--- src/rtl/brb_pkg.sv ---
// Package for the byte ring buffer: store geometry, command codes and beat types.
// No dependencies; used by every module in rtl.
`timescale 1ns / 1ps

package brb_pkg;

  localparam int unsigned Depth    = 1024;
  localparam int unsigned MaxBytes = 8;
  localparam int unsigned IdxW     = $clog2(Depth);
  localparam int unsigned CntW     = 4;
  localparam int unsigned LaneW    = $clog2(MaxBytes);
  localparam int unsigned DataW    = 64;

  localparam logic FuncPush = 1'b0;
  localparam logic FuncPop  = 1'b1;

  typedef struct packed {
    logic             func;
    logic [CntW-1:0]  byte_count;
    logic [DataW-1:0] push_bytes;
  } brb_req_t;

  typedef struct packed {
    logic             accepted;
    logic [DataW-1:0] popped_bytes;
    logic [IdxW-1:0]  fill_level;
  } brb_rsp_t;

  typedef struct packed {
    logic            we;
    logic [IdxW-1:0] waddr;
    logic [7:0]      wdata;
    logic            re;
    logic [IdxW-1:0] raddr;
  } brb_mem_cmd_t;

endpackage

--- src/rtl/brb_ctrl.sv ---
// Sequencer of the ring buffer: checks room or fill, then moves one byte per
// cycle through the shared pointer incrementer. Depends on brb_pkg.
`timescale 1ns / 1ps

module brb_ctrl
  import brb_pkg::*;
(
  input  logic         clk_i,
  input  logic         rst_ni,
  input  logic         start_i,
  input  brb_req_t     req_i,
  input  logic [7:0]   rdata_i,
  output logic         busy_o,
  output logic         done_o,
  output brb_rsp_t     rsp_o,
  output brb_mem_cmd_t mem_o
);

  localparam logic [2:0] StIdle  = 3'd0;
  localparam logic [2:0] StCheck = 3'd1;
  localparam logic [2:0] StPush  = 3'd2;
  localparam logic [2:0] StPop   = 3'd3;
  localparam logic [2:0] StDone  = 3'd4;

  logic [2:0]       state_q, state_d;
  logic             func_q, func_d;
  logic [CntW-1:0]  count_q, count_d;
  logic [DataW-1:0] data_q, data_d;
  logic [IdxW-1:0]  ptr_q, ptr_d;
  logic [CntW-1:0]  cnt_q, cnt_d;
  logic [IdxW-1:0]  wr_q, wr_d;
  logic [IdxW-1:0]  rd_q, rd_d;
  logic             ok_q, ok_d;
  logic             rvld_q, rvld_d;
  logic [LaneW-1:0] rlane_q, rlane_d;
  logic [DataW-1:0] popped_q, popped_d;

  logic [IdxW-1:0]  fill;
  logic [IdxW-1:0]  room;
  logic [IdxW-1:0]  count_ext;
  logic             issue;
  logic [IdxW-1:0]  new_wr;
  logic [IdxW-1:0]  new_rd;

  assign fill      = wr_q - rd_q;
  assign room      = ~fill;
  assign count_ext = {{(IdxW-CntW){1'b0}}, count_q};
  assign issue     = (cnt_q != count_q);
  assign new_wr    = (ok_q && func_q == FuncPush) ? ptr_q : wr_q;
  assign new_rd    = (ok_q && func_q == FuncPop) ? ptr_q : rd_q;

  always_comb begin
    state_d  = state_q;
    func_d   = func_q;
    count_d  = count_q;
    data_d   = data_q;
    ptr_d    = ptr_q;
    cnt_d    = cnt_q;
    wr_d     = wr_q;
    rd_d     = rd_q;
    ok_d     = ok_q;
    rvld_d   = 1'b0;
    rlane_d  = rlane_q;
    popped_d = popped_q;
    mem_o    = '0;
    done_o   = 1'b0;

    if (rvld_q) begin
      popped_d[{rlane_q, 3'b000} +: 8] = rdata_i;
    end

    unique case (state_q)
      StIdle: begin
        if (start_i) begin
          func_d  = req_i.func;
          count_d = req_i.byte_count;
          data_d  = req_i.push_bytes;
          state_d = StCheck;
        end
      end
      StCheck: begin
        cnt_d    = '0;
        popped_d = '0;
        ptr_d    = (func_q == FuncPop) ? rd_q : wr_q;
        if (count_q > CntW'(MaxBytes)) begin
          ok_d = 1'b0;
        end else if (func_q == FuncPush) begin
          ok_d = (count_ext <= room);
        end else begin
          ok_d = (count_ext <= fill);
        end
        if (!ok_d || count_q == '0) begin
          state_d = StDone;
        end else begin
          state_d = (func_q == FuncPop) ? StPop : StPush;
        end
      end
      StPush: begin
        mem_o.we    = 1'b1;
        mem_o.waddr = ptr_q;
        mem_o.wdata = data_q[7:0];
        data_d      = data_q >> 8;
        ptr_d       = ptr_q + 1'b1;
        cnt_d       = cnt_q + 1'b1;
        if (cnt_d == count_q) begin
          state_d = StDone;
        end
      end
      StPop: begin
        if (issue) begin
          mem_o.re    = 1'b1;
          mem_o.raddr = ptr_q;
          ptr_d       = ptr_q + 1'b1;
          cnt_d       = cnt_q + 1'b1;
          rvld_d      = 1'b1;
          rlane_d     = cnt_q[LaneW-1:0];
        end else begin
          state_d = StDone;
        end
      end
      StDone: begin
        done_o  = 1'b1;
        wr_d    = new_wr;
        rd_d    = new_rd;
        state_d = StIdle;
      end
      default: begin
        state_d = StIdle;
      end
    endcase
  end

  always_comb begin
    rsp_o.accepted     = ok_q;
    rsp_o.popped_bytes = popped_q;
    rsp_o.fill_level   = new_wr - new_rd;
  end

  assign busy_o = (state_q != StIdle);

  always_ff @(posedge clk_i or negedge rst_ni) begin
    if (!rst_ni) begin
      state_q <= StIdle;
      wr_q    <= '0;
      rd_q    <= '0;
      rvld_q  <= 1'b0;
      cnt_q   <= '0;
      count_q <= '0;
      ok_q    <= 1'b0;
      func_q  <= FuncPush;
      ptr_q   <= '0;
    end else begin
      state_q <= state_d;
      wr_q    <= wr_d;
      rd_q    <= rd_d;
      rvld_q  <= rvld_d;
      cnt_q   <= cnt_d;
      count_q <= count_d;
      ok_q    <= ok_d;
      func_q  <= func_d;
      ptr_q   <= ptr_d;
    end
  end

  always_ff @(posedge clk_i) begin
    data_q   <= data_d;
    rlane_q  <= rlane_d;
    popped_q <= popped_d;
  end

  a_write_only_in_push: assert property (@(posedge clk_i) disable iff (!rst_ni)
    mem_o.we |-> state_q == StPush)
    else $error("byte store written outside a push");

  a_done_returns_idle: assert property (@(posedge clk_i) disable iff (!rst_ni)
    done_o |=> state_q == StIdle)
    else $error("sequencer did not return to idle after done");

  a_refused_holds_indices: assert property (@(posedge clk_i) disable iff (!rst_ni)
    (done_o && !ok_q) |=> ($stable(wr_q) && $stable(rd_q)))
    else $error("refused beat moved an index");

  a_cnt_bounded: assert property (@(posedge clk_i) disable iff (!rst_ni)
    (state_q == StPush || state_q == StPop) |-> cnt_q <= count_q)
    else $error("byte counter ran past the beat size");

  a_indices_idle_stable: assert property (@(posedge clk_i) disable iff (!rst_ni)
    (state_q != StDone) |=> ($stable(wr_q) && $stable(rd_q)))
    else $error("index moved outside the done step");

endmodule

--- config.mk ---
export PLATFORM = sky130hd
export DESIGN_NAME = brb_ctrl
export DESIGN_NICKNAME = d
export VERILOG_FILES = /design/src/rtl/brb_pkg.sv /design/src/rtl/brb_ctrl.sv
export SDC_FILE = /design/constraint.sdc
export NUM_CORES = 1
export LEC_CHECK = 0
export BUFFER_PORTS_ARGS = -buffer_cell sky130_fd_sc_hd__buf_4
export CAP_MARGIN = 20
export CORE_MARGIN = 10
export CORE_UTILIZATION = 50
export CTS_CLUSTER_DIAMETER = 40
export DETAILED_ROUTE_END_ITERATION = 7
export GPL_TIMING_DRIVEN = 1
export PLACE_DENSITY = 0.78
export SYNTH_ARGS = -nofsm -noshare
export SYNTH_HDL_FRONTEND = slang
export SYNTH_SLANG_ARGS = --single-unit
--- constraint.sdc ---
create_clock -name clk_i -period 12.1 [get_ports clk_i]
set_input_delay 0.605 -clock clk_i [delete_from_list [all_inputs] [get_ports clk_i]]
set_output_delay 0.605 -clock clk_i [all_outputs]
set_load 0.01 [all_outputs]
==> results of run 1 <==
cell usage in the layout, fill, tap and decap left out, types with 32 or more instances in the layout:
cell type,count
a21oi_1,42
and2_1,34
buf_4,194
dfrtp_1,44
dfxtp_1,64
edfxtp_1,67
inv_1,32
mux2_2,75
mux2i_1,76
nor2_1,108
per-layer routing:
metal	vias to the layer above	GRT usage	share of wire
li1	3189	-	-
met1	3101	0.229	0.43
met2	201	0.298	0.49
met3	21	0.0494	0.061
met4	0	0.0536	0.014
met5	-	0	0
logic make-up (layout without fill, tap and decap cells):
group,after synthesis,after routing
compound gates,109,109
xor+xnor,19,19
fa+ha+maj,32,32
buf+inv,76,258
flops,175,175
mux,152,152
simple gates,246,246
worst register-to-register path: cells and delay by family, from the launching register on:
family | cells | cell delay [ns]
AO/OA/AOI/OAI | 3 | 0.55
XOR/XNOR | 1 | 0.24
adder cells (fa/ha/maj) | 2 | 0.59
buffers and inverters | 1 | 0.07
flip-flops | 1 | 0.44
multiplexers | 1 | 0.22
AND/OR/NAND/NOR | 5 | 0.99
power by group:
| group | switching (mW) | internal (mW) |
|---|---|---|
| Clock | 0.249 | 0.311 |
| Sequential | 0.148 | 0.837 |
| Combinational | 0.744 | 0.633 |
worst min-delay path by stage:
| stage | endpoint | startpoint | cells past startpoint | slack [ns] |
|---|---|---|---|---|
| after detailed placement | popped_q[48] | popped_q[48] | 2 | 0.49 |
| after CTS | wr_q[5] | rst_ni | 1 | 0.18 |
| after global placement | popped_q[15] | popped_q[15] | 2 | 0.47 |
| after global routing | rd_q[4] | rst_ni | 1 | 0.20 |
| after floorplan | cnt_q[0] | rst_ni | 0 | 0.31 |
| final | rd_q[5] | rst_ni | 1 | 0.16 |
state kept, by name, summed over array words and instances, names as in the netlist:
| signal | flops |
|---|---|
| count_q | 4 |
| state_q | 3 |
| popped_q | 64 |
| wr_q | 10 |
| cnt_q | 4 |
| ptr_q | 10 |
| func_q | 1 |
| rvld_q | 1 |
| ok_q | 1 |
| data_q | 64 |
| rlane_q | 3 |
| rd_q | 10 |
cell type report:
cell class | instances | area, um2 | share of cell area
flip-flops and latches | 175 | 4390 | 0.402
multi-input cells | 558 | 4090 | 0.373
repair buffers | 194 | 1460 | 0.133
clock buffers | 17 | 425 | 0.0389
well taps | 225 | 282 | 0.0257
clock inverters | 15 | 178 | 0.0162
inverters | 32 | 120 | 0.0110
==> load_flow_metrics.sql, run 1 <==
INSERT INTO impl_metrics (metric_group, metric, value, unit) VALUES
('synthesis', 'yosys.cell_types.count', '60', ''),
('critical_path', 'reg2reg_setup_slack', '8.95', 'ns'),
('final_layout', 'areaGrowthSynthToFinish', '24.9', '%'),
('final_layout', 'num_antenna_cells', '0', ''),
('placement', 'place.gp.congestion', '0.891', ''),
('synthesis', 'synth_area_leaders', 'edfxtp_1, dfxtp_1, dfrtp_1', ''),
('cts', 'postCtsSetupRepairBufs', '0', ''),
('critical_path', 'critPathRequiredTime', '11.49', 'ns'),
('critical_path', 'timing.critical_path.arrival', '4.08', 'ns'),
('grt', 'grt_pass1_vias', '6465', ''),
('synthesis', 'simple_gate_fraction_of_synth_area', '0.137', ''),
('power', 'total_power', '2.92', 'mW'),
('final_layout', 'drive_gt1_frac', '0.309', ''),
('floorplan', 'core_area', '0.0172', 'mm2'),
('grt', 'grt_use_total', '0.182', ''),
('placement', 'placedInstanceArea', '0.0103', 'mm2'),
('run', 'cap_violations', '0', ''),
('cts', 'post_cts_resized', '0', ''),
('timing', 'clock_skew', '0.0102', 'ns'),
('synthesis', 'main_combinational_cell_family_by_area_after_synthesis', 'multiplexers', ''),
('timing', 'fin_crit_sh', '0.388', ''),
('critical_path', 'end_point_of_the_critical_path', 'rsp_o[9]', ''),
('critical_path', 'critPathKind', 'flip-flop to primary output', ''),
('floorplan', 'dieWidth', '152', 'um'),
('grt', 'globalRoute.totalOverflow', '0', ''),
('timing', 'relSlewSlack', '0.345', ''),
('power', 'p_leak', '4.93', 'nW'),
('critical_path', 'critical-path-slowest-cell', 'dfrtp_1', ''),
('synthesis', 'yosysMostFrequentCell', 'nor2_1', ''),
('detailed_routing', 'dr_total_vias', '6512', ''),
('timing', 'finalHoldViolations', '0', ''),
('synthesis', 'synthFlopType', 'edfxtp_1', ''),
('floorplan', 'initial_utilization', '0.508', ''),
('cts', 'cts_max_path_buffers', '2', ''),
('power', 'worst_case_vdd_ir_drop', '0.000257', 'V'),
('critical_path', 'cp_num_cells', '11', ''),
('power', 'p_per_area', '267', 'mW/mm2'),
('detailed_routing', 'firstDrtPassIters', '5', ''),
('synthesis', 'synth.net_count', '921', ''),
('detailed_routing', 'wirelength', '21800', 'um'),
('run_status', 'status', 'completed', ''),
('timing', 'worst_slew_pin_slew', '0.979', 'ns'),
('synthesis', 'ys_seq_elements', '175', ''),
('cts', 'cts-htree-levels', '4', ''),
('synthesis', 'yosys-mux-area-fraction', '0.185', ''),
('timing', 'report.final.setup_viol', '0', ''),
('placement', 'port_buffers', '186', ''),
('critical_path', 'critical_path.top_delay_family', 'compound AO/OA/AOI/OAI gates', ''),
('cts', 'cts.root.buffer_cell', 'clkbuf_16', ''),
('critical_path', 'crit-reg2reg-launch', 'rd_q[1]', ''),
('synthesis', 'synth-edff-count', '67', ''),
('cts', 'cts.hold.buffers_added', '0', ''),
('synthesis', 'synth_warnings', '0', ''),
('timing', 'final.setup.tns', '0', 'ns'),
('synthesis', 'post_synth_most_frequent_cells', 'nor2_1, mux2i_1, mux2_2', ''),
('placement', 'preCtsSetupSlack', '7.72', 'ns'),
('critical_path', 'critical_path.reg2reg.endpoint', 'state_q[2]', ''),
('timing', 'drv_slew', '0', ''),
('detailed_routing', 'routed_wire_length_per_instance', '17.9', 'um'),
('final_layout', 'finish.net_count', '1090', ''),
('critical_path', 'cp.buffers_inverters', '1', ''),
('final_layout', 'filler_cell_count', '1380', ''),
('synthesis', 'netlist_instances', '809', ''),
('timing', 'maxClockFrequency', '213', 'MHz'),
('floorplan', 'io_count', '187', ''),
('timing', 'worst_hold_slack', '0.163', 'ns'),
('grt', 'grt_max_degree', '72', ''),
('detailed_routing', 'first_iter_violations', '361', ''),
('critical_path', 'path_cells', 'nand2_1 > mux2i_1 > ha_1 > nor2b_1 > o21ai_0 > a21boi_0 > o21ai_0 > a21o_1 > nand2_1 > a211oi_1 > buf_4', ''),
('grt', 'grt_antenna_before_repair', '0', ''),
('synthesis', 'synth_top_cell_by_area', 'edfxtp_1', '');
Note: power is estimated with default switching activity, not from simulation.
==> run 2, diff against run 1 <==
- ABC_AREA: not set -> 1
- PLACE_DENSITY: 0.78 -> 0.81
- clock period: 12.1 -> 4.1 ns (I/O delays scaled with it)
==> load_flow_metrics.sql, run 2 <==
INSERT INTO impl_metrics (metric_group, metric, value, unit) VALUES
('power', 'seq_power_share', '0.316', ''),
('critical_path', 'timing.critical_path.arrival', '3.37', 'ns'),
('synthesis', 'synthFlopType', 'edfxtp_1', ''),
('detailed_routing', 'firstDrtPassIters', '7', ''),
('critical_path', 'critPathMostFrequentCell', 'nand2_1', ''),
('grt', 'global_route_wire_length_before_repair', '39800', 'um'),
('timing', 'final.setup.worst_slack', '0.526', 'ns'),
('timing', 'drv_slew', '0', ''),
('floorplan', 'std_cell_rows', '48', ''),
('detailed_routing', 'final_antenna_net_count', '0', ''),
('final_layout', 'layout.cells.most_common_list', 'nand2_1, buf_4, inv_1, nor2_1, o21ai_0', ''),
('power', 'pwr-share-clk', '0.179', ''),
('synthesis', 'synth_area_leaders', 'edfxtp_1, nand2_1, dfxtp_1', ''),
('timing', 'final.setup.tns', '0', 'ns'),
('power', 'switching_share', '0.440', ''),
('floorplan', 'io_count', '187', ''),
('timing', 'fin_crit_sh', '0.872', ''),
('final_layout', 'num_antenna_cells', '0', ''),
('synthesis', 'yosysMostFrequentCell', 'nand2_1', ''),
('critical_path', 'crit-reg2reg-launch', 'rlane_q[0]', ''),
('run_status', 'status', 'completed', ''),
('min_path', 'hold_path_class', 'primary input to flip-flop', ''),
('synthesis', 'post_synth_instance_area', '0.00897', 'mm2'),
('critical_path', 'rr_worst_depth', '10', ''),
('final_layout', 'finish.net_count', '1402', ''),
('detailed_routing', 'post-route-drc-count', '0', ''),
('final_layout', 'mostFrequentLayoutCell', 'nand2_1', ''),
('placement', 'port_buffers', '186', ''),
('detailed_routing', 'first_iter_violations', '593', ''),
('cts', 'clock_sink_count', '175', ''),
('grt', 'grt_antenna_before_repair', '0', ''),
('floorplan', 'floorplan.die.height', '154', 'um'),
('cts', 'cts_tree', 'yes', ''),
('timing', 'relSlewSlack', '0.290', ''),
('critical_path', 'slowest_delay', '0.51', 'ns'),
('critical_path', 'critPathKind', 'flip-flop to primary output', ''),
('critical_path', 'critical-path-slowest-cell', 'dfrtp_1', ''),
('cts', 'cts-htree-levels', '4', ''),
('cts', 'cts_inserted_buffers', '17', ''),
('synthesis', 'synth_top_cell_by_area', 'edfxtp_1', ''),
('final_layout', 'biggestRegsByFlops', 'data_q: 64 flops, popped_q: 64 flops', ''),
('synthesis', 'post_synth_most_frequent_cells', 'nand2_1, inv_1, nor2_1', ''),
('synthesis', 'avgSynthCellArea', '7.98', 'um2'),
('detailed_routing', 'routed_wire_length_per_instance', '16.1', 'um'),
('placement', 'dp_hpwl', '18100', 'um'),
('synthesis', 'synth-edff-count', '67', ''),
('grt', 'globalRoute.totalOverflow', '0', ''),
('detailed_routing', 'dr_total_vias', '8132', ''),
('synthesis', 'async_flop_share', '0.251', ''),
('power', 'p_leak', '5.40', 'nW'),
('power', 'total_power', '9.02', 'mW'),
('timing', 'maxClockFrequency', '280', 'MHz'),
('final_layout', 'areaGrowthSynthToFinish', '23.8', '%'),
('synthesis', 'synth_warnings', '0', ''),
('power', 'p_per_area', '812', 'mW/mm2'),
('power', 'power.net_switching', '3.97', 'mW'),
('critical_path', 'critPathLaunchType', 'flip-flop', ''),
('grt', 'grt_max_degree', '83', ''),
('min_path', 'hold_path_startpoint', 'req_i[59]', ''),
('grt', 'grt_pass1_vias', '7967', ''),
('timing', 'worst_slew_pin_slew', '1.06', 'ns'),
('synthesis', 'yosys.area.top_type_share', '0.224', ''),
('min_path', 'hold_path_depth', '3', ''),
('critical_path', 'critical_path.max_fanout', '14', ''),
('critical_path', 'cp.buffers_inverters', '4', ''),
('placement', 'place.gp.congestion', '0.947', ''),
('power', 'worst_case_vdd_ir_drop', '0.000793', 'V'),
('final_layout', 'drive_gt1_frac', '0.205', ''),
('placement', 'preCtsSetupSlack', '0.850', 'ns'),
('critical_path', 'critical_path.reg2reg.endpoint', 'popped_q[33]', ''),
('timing', 'finalHoldViolations', '0', ''),
('synthesis', 'ys_seq_elements', '175', ''),
('timing', 'clock_skew', '0.0121', 'ns'),
('critical_path', 'critical_path.top_delay_family', 'compound AO/OA/AOI/OAI gates', ''),
('floorplan', 'dieWidth', '154', 'um'),
('cts', 'cts.root.buffer_cell', 'clkbuf_16', ''),
('detailed_routing', 'vias_per_std_cell', '5.32', ''),
('cts', 'worst_skew_pair.late_latency', '0.43', 'ns'),
('critical_path', 'timing.critical_path.to_type', 'primary output', ''),
('cts', 'cts_max_path_buffers', '2', ''),
('synthesis', 'synth.net_count', '1236', ''),
('synthesis', 'yosys.cell_types.count', '50', ''),
('synthesis', 'synth-seq-area-share', '0.490', ''),
('timing', 'unrepaired_setup_endpoints_after_global_routing', 'no', ''),
('synthesis', 'netlist_instances', '1124', ''),
('power', 'internal_power', '5.05', 'mW'),
('grt', 'grt_use_total', '0.203', ''),
('timing', 'period_minus_slack', '3.57', 'ns'),
('floorplan', 'core_area', '0.0174', 'mm2'),
('cts', 'clk_transition_reported_paths', '0.08', 'ns'),
('min_path', 'hold_end', 'data_q[59]', ''),
('floorplan', 'die_area', '0.0237', 'mm2'),
('cts', 'postCtsSetupRepairBufs', '0', ''),
('detailed_routing', 'wirelength', '24500', 'um'),
('critical_path', 'path_cells', 'inv_1 > nand2_1 > buf_4 > o21ai_0 > ha_1 > a21oi_1 > o21ai_0 > a21oi_1 > nor2_1 > nor2_1 > o21bai_1 > nand2_1 > nand2_1 > a21oi_1 > inv_1 > nand2_1 > nand2_1 > buf_4', ''),
('timing', 'report.final.setup_viol', '0', ''),
('floorplan', 'initial_utilization', '0.515', ''),
('critical_path', 'reg2reg_setup_slack', '0.82', 'ns'),
('critical_path', 'critPathRequiredTime', '3.89', 'ns'),
('power', 'comb_power_share', '0.504', ''),
('run', 'cap_violations', '0', '');
[run 2: changes by cell type after synthesis, moves of 35 or more]
| cell | before | now |
|---|---|---|
| mux2i_1 | 76 | 0 |
| mux2_2 | 75 | 1 |
| o21ai_0 | 28 | 82 |
| and2_1 | 35 | 0 |
| a21oi_1 | 42 | 80 |
| inv_1 | 32 | 112 |
| nand2_1 | 31 | 364 |
[run 2: what timing repair did]
item,CTS,global route
endpoints found under the hold margin,45,0
resized for setup,0,1
endpoints found under the setup margin,0,2
hold buffers,2,0
[run 2: routing by layer]
metal / GRT usage / wire length [um] / vias up
li1: - / - / 3970
met1: 0.248 / 10100 / 3736
met2: 0.321 / 11200 / 377
met3: 0.0736 / 2660 / 49
met4: 0.0738 / 555 / 0
met5: 0 / 0 / -
[run 2: worst register-to-register path, stage by stage, from the launching register on]
cell and delay, ns:
edfxtp_1 0.63, inv_1 0.24, ha_1 0.26, ha_1 0.49, inv_2 0.20, nor3_2 0.23, buf_4 0.21, inv_2 0.07
nor4_4 0.50, o21ai_0 0.21, a21oi_1 0.17
[run 2: cells by family (layout without fill, tap and decap cells)]
kind of cell / count (synthesis) / in the layout / synth area share
and+or+nand+nor: 525 / 525 / 0.243
AOI/OAI and AO/OA: 198 / 198 / 0.122
DFF: 175 / 175 / 0.490
buffers and inverters: 173 / 352 / 0.0782
adders and majority gates: 32 / 32 / 0.0463
xor gates and xnor gates: 20 / 20 / 0.0195
muxes: 1 / 1 / 0.00125
[run 2: how the worst max path moves through the flow]
stage | start | endpoint | cells after the start
finish | func_q | rsp_o[9] | 18
global route | func_q | rsp_o[9] | 18
CTS | func_q | rsp_o[8] | 12
detailed placement | rlane_q[0] | popped_q[35] | 11
global placement | func_q | rsp_o[8] | 12
floorplan | state_q[2] | data_q[0] | 7
[run 2: cell type report]
class	instances	area (um2)
Multi-Input combinational cell	776	3890
Clock inverter	15	170
Clock buffer	17	425
Timing Repair Buffer	198	1490
Tap cell	225	282
Inverter	122	458
Sequential cell	175	4390
Fill cell	1467	6310
[run 2: per-stage QoR]
step	std cells	hold slack, ns	utilization	instance area, um2
6_report	1528	0.0247	0.638	11100
3_3_place_gp	1494	0.246	0.602	10500
2_1_floorplan	1124	-0.0906	-	8970
3_5_place_dp	1494	0.246	0.602	10500
5_1_grt	1528	0.0229	0.638	11100
4_1_cts	1528	0.0129	0.638	11100
[run 2: power groups by stage]
stage	clock (mW)	sequential, mW	combinational [mW]
floorplan	0	2.81	3.06
global placement	0	2.86	4.43
detailed placement	0	2.88	4.53
CTS	1.64	2.85	4.57
global route	1.71	2.91	5.17
finish	1.62	2.85	4.55
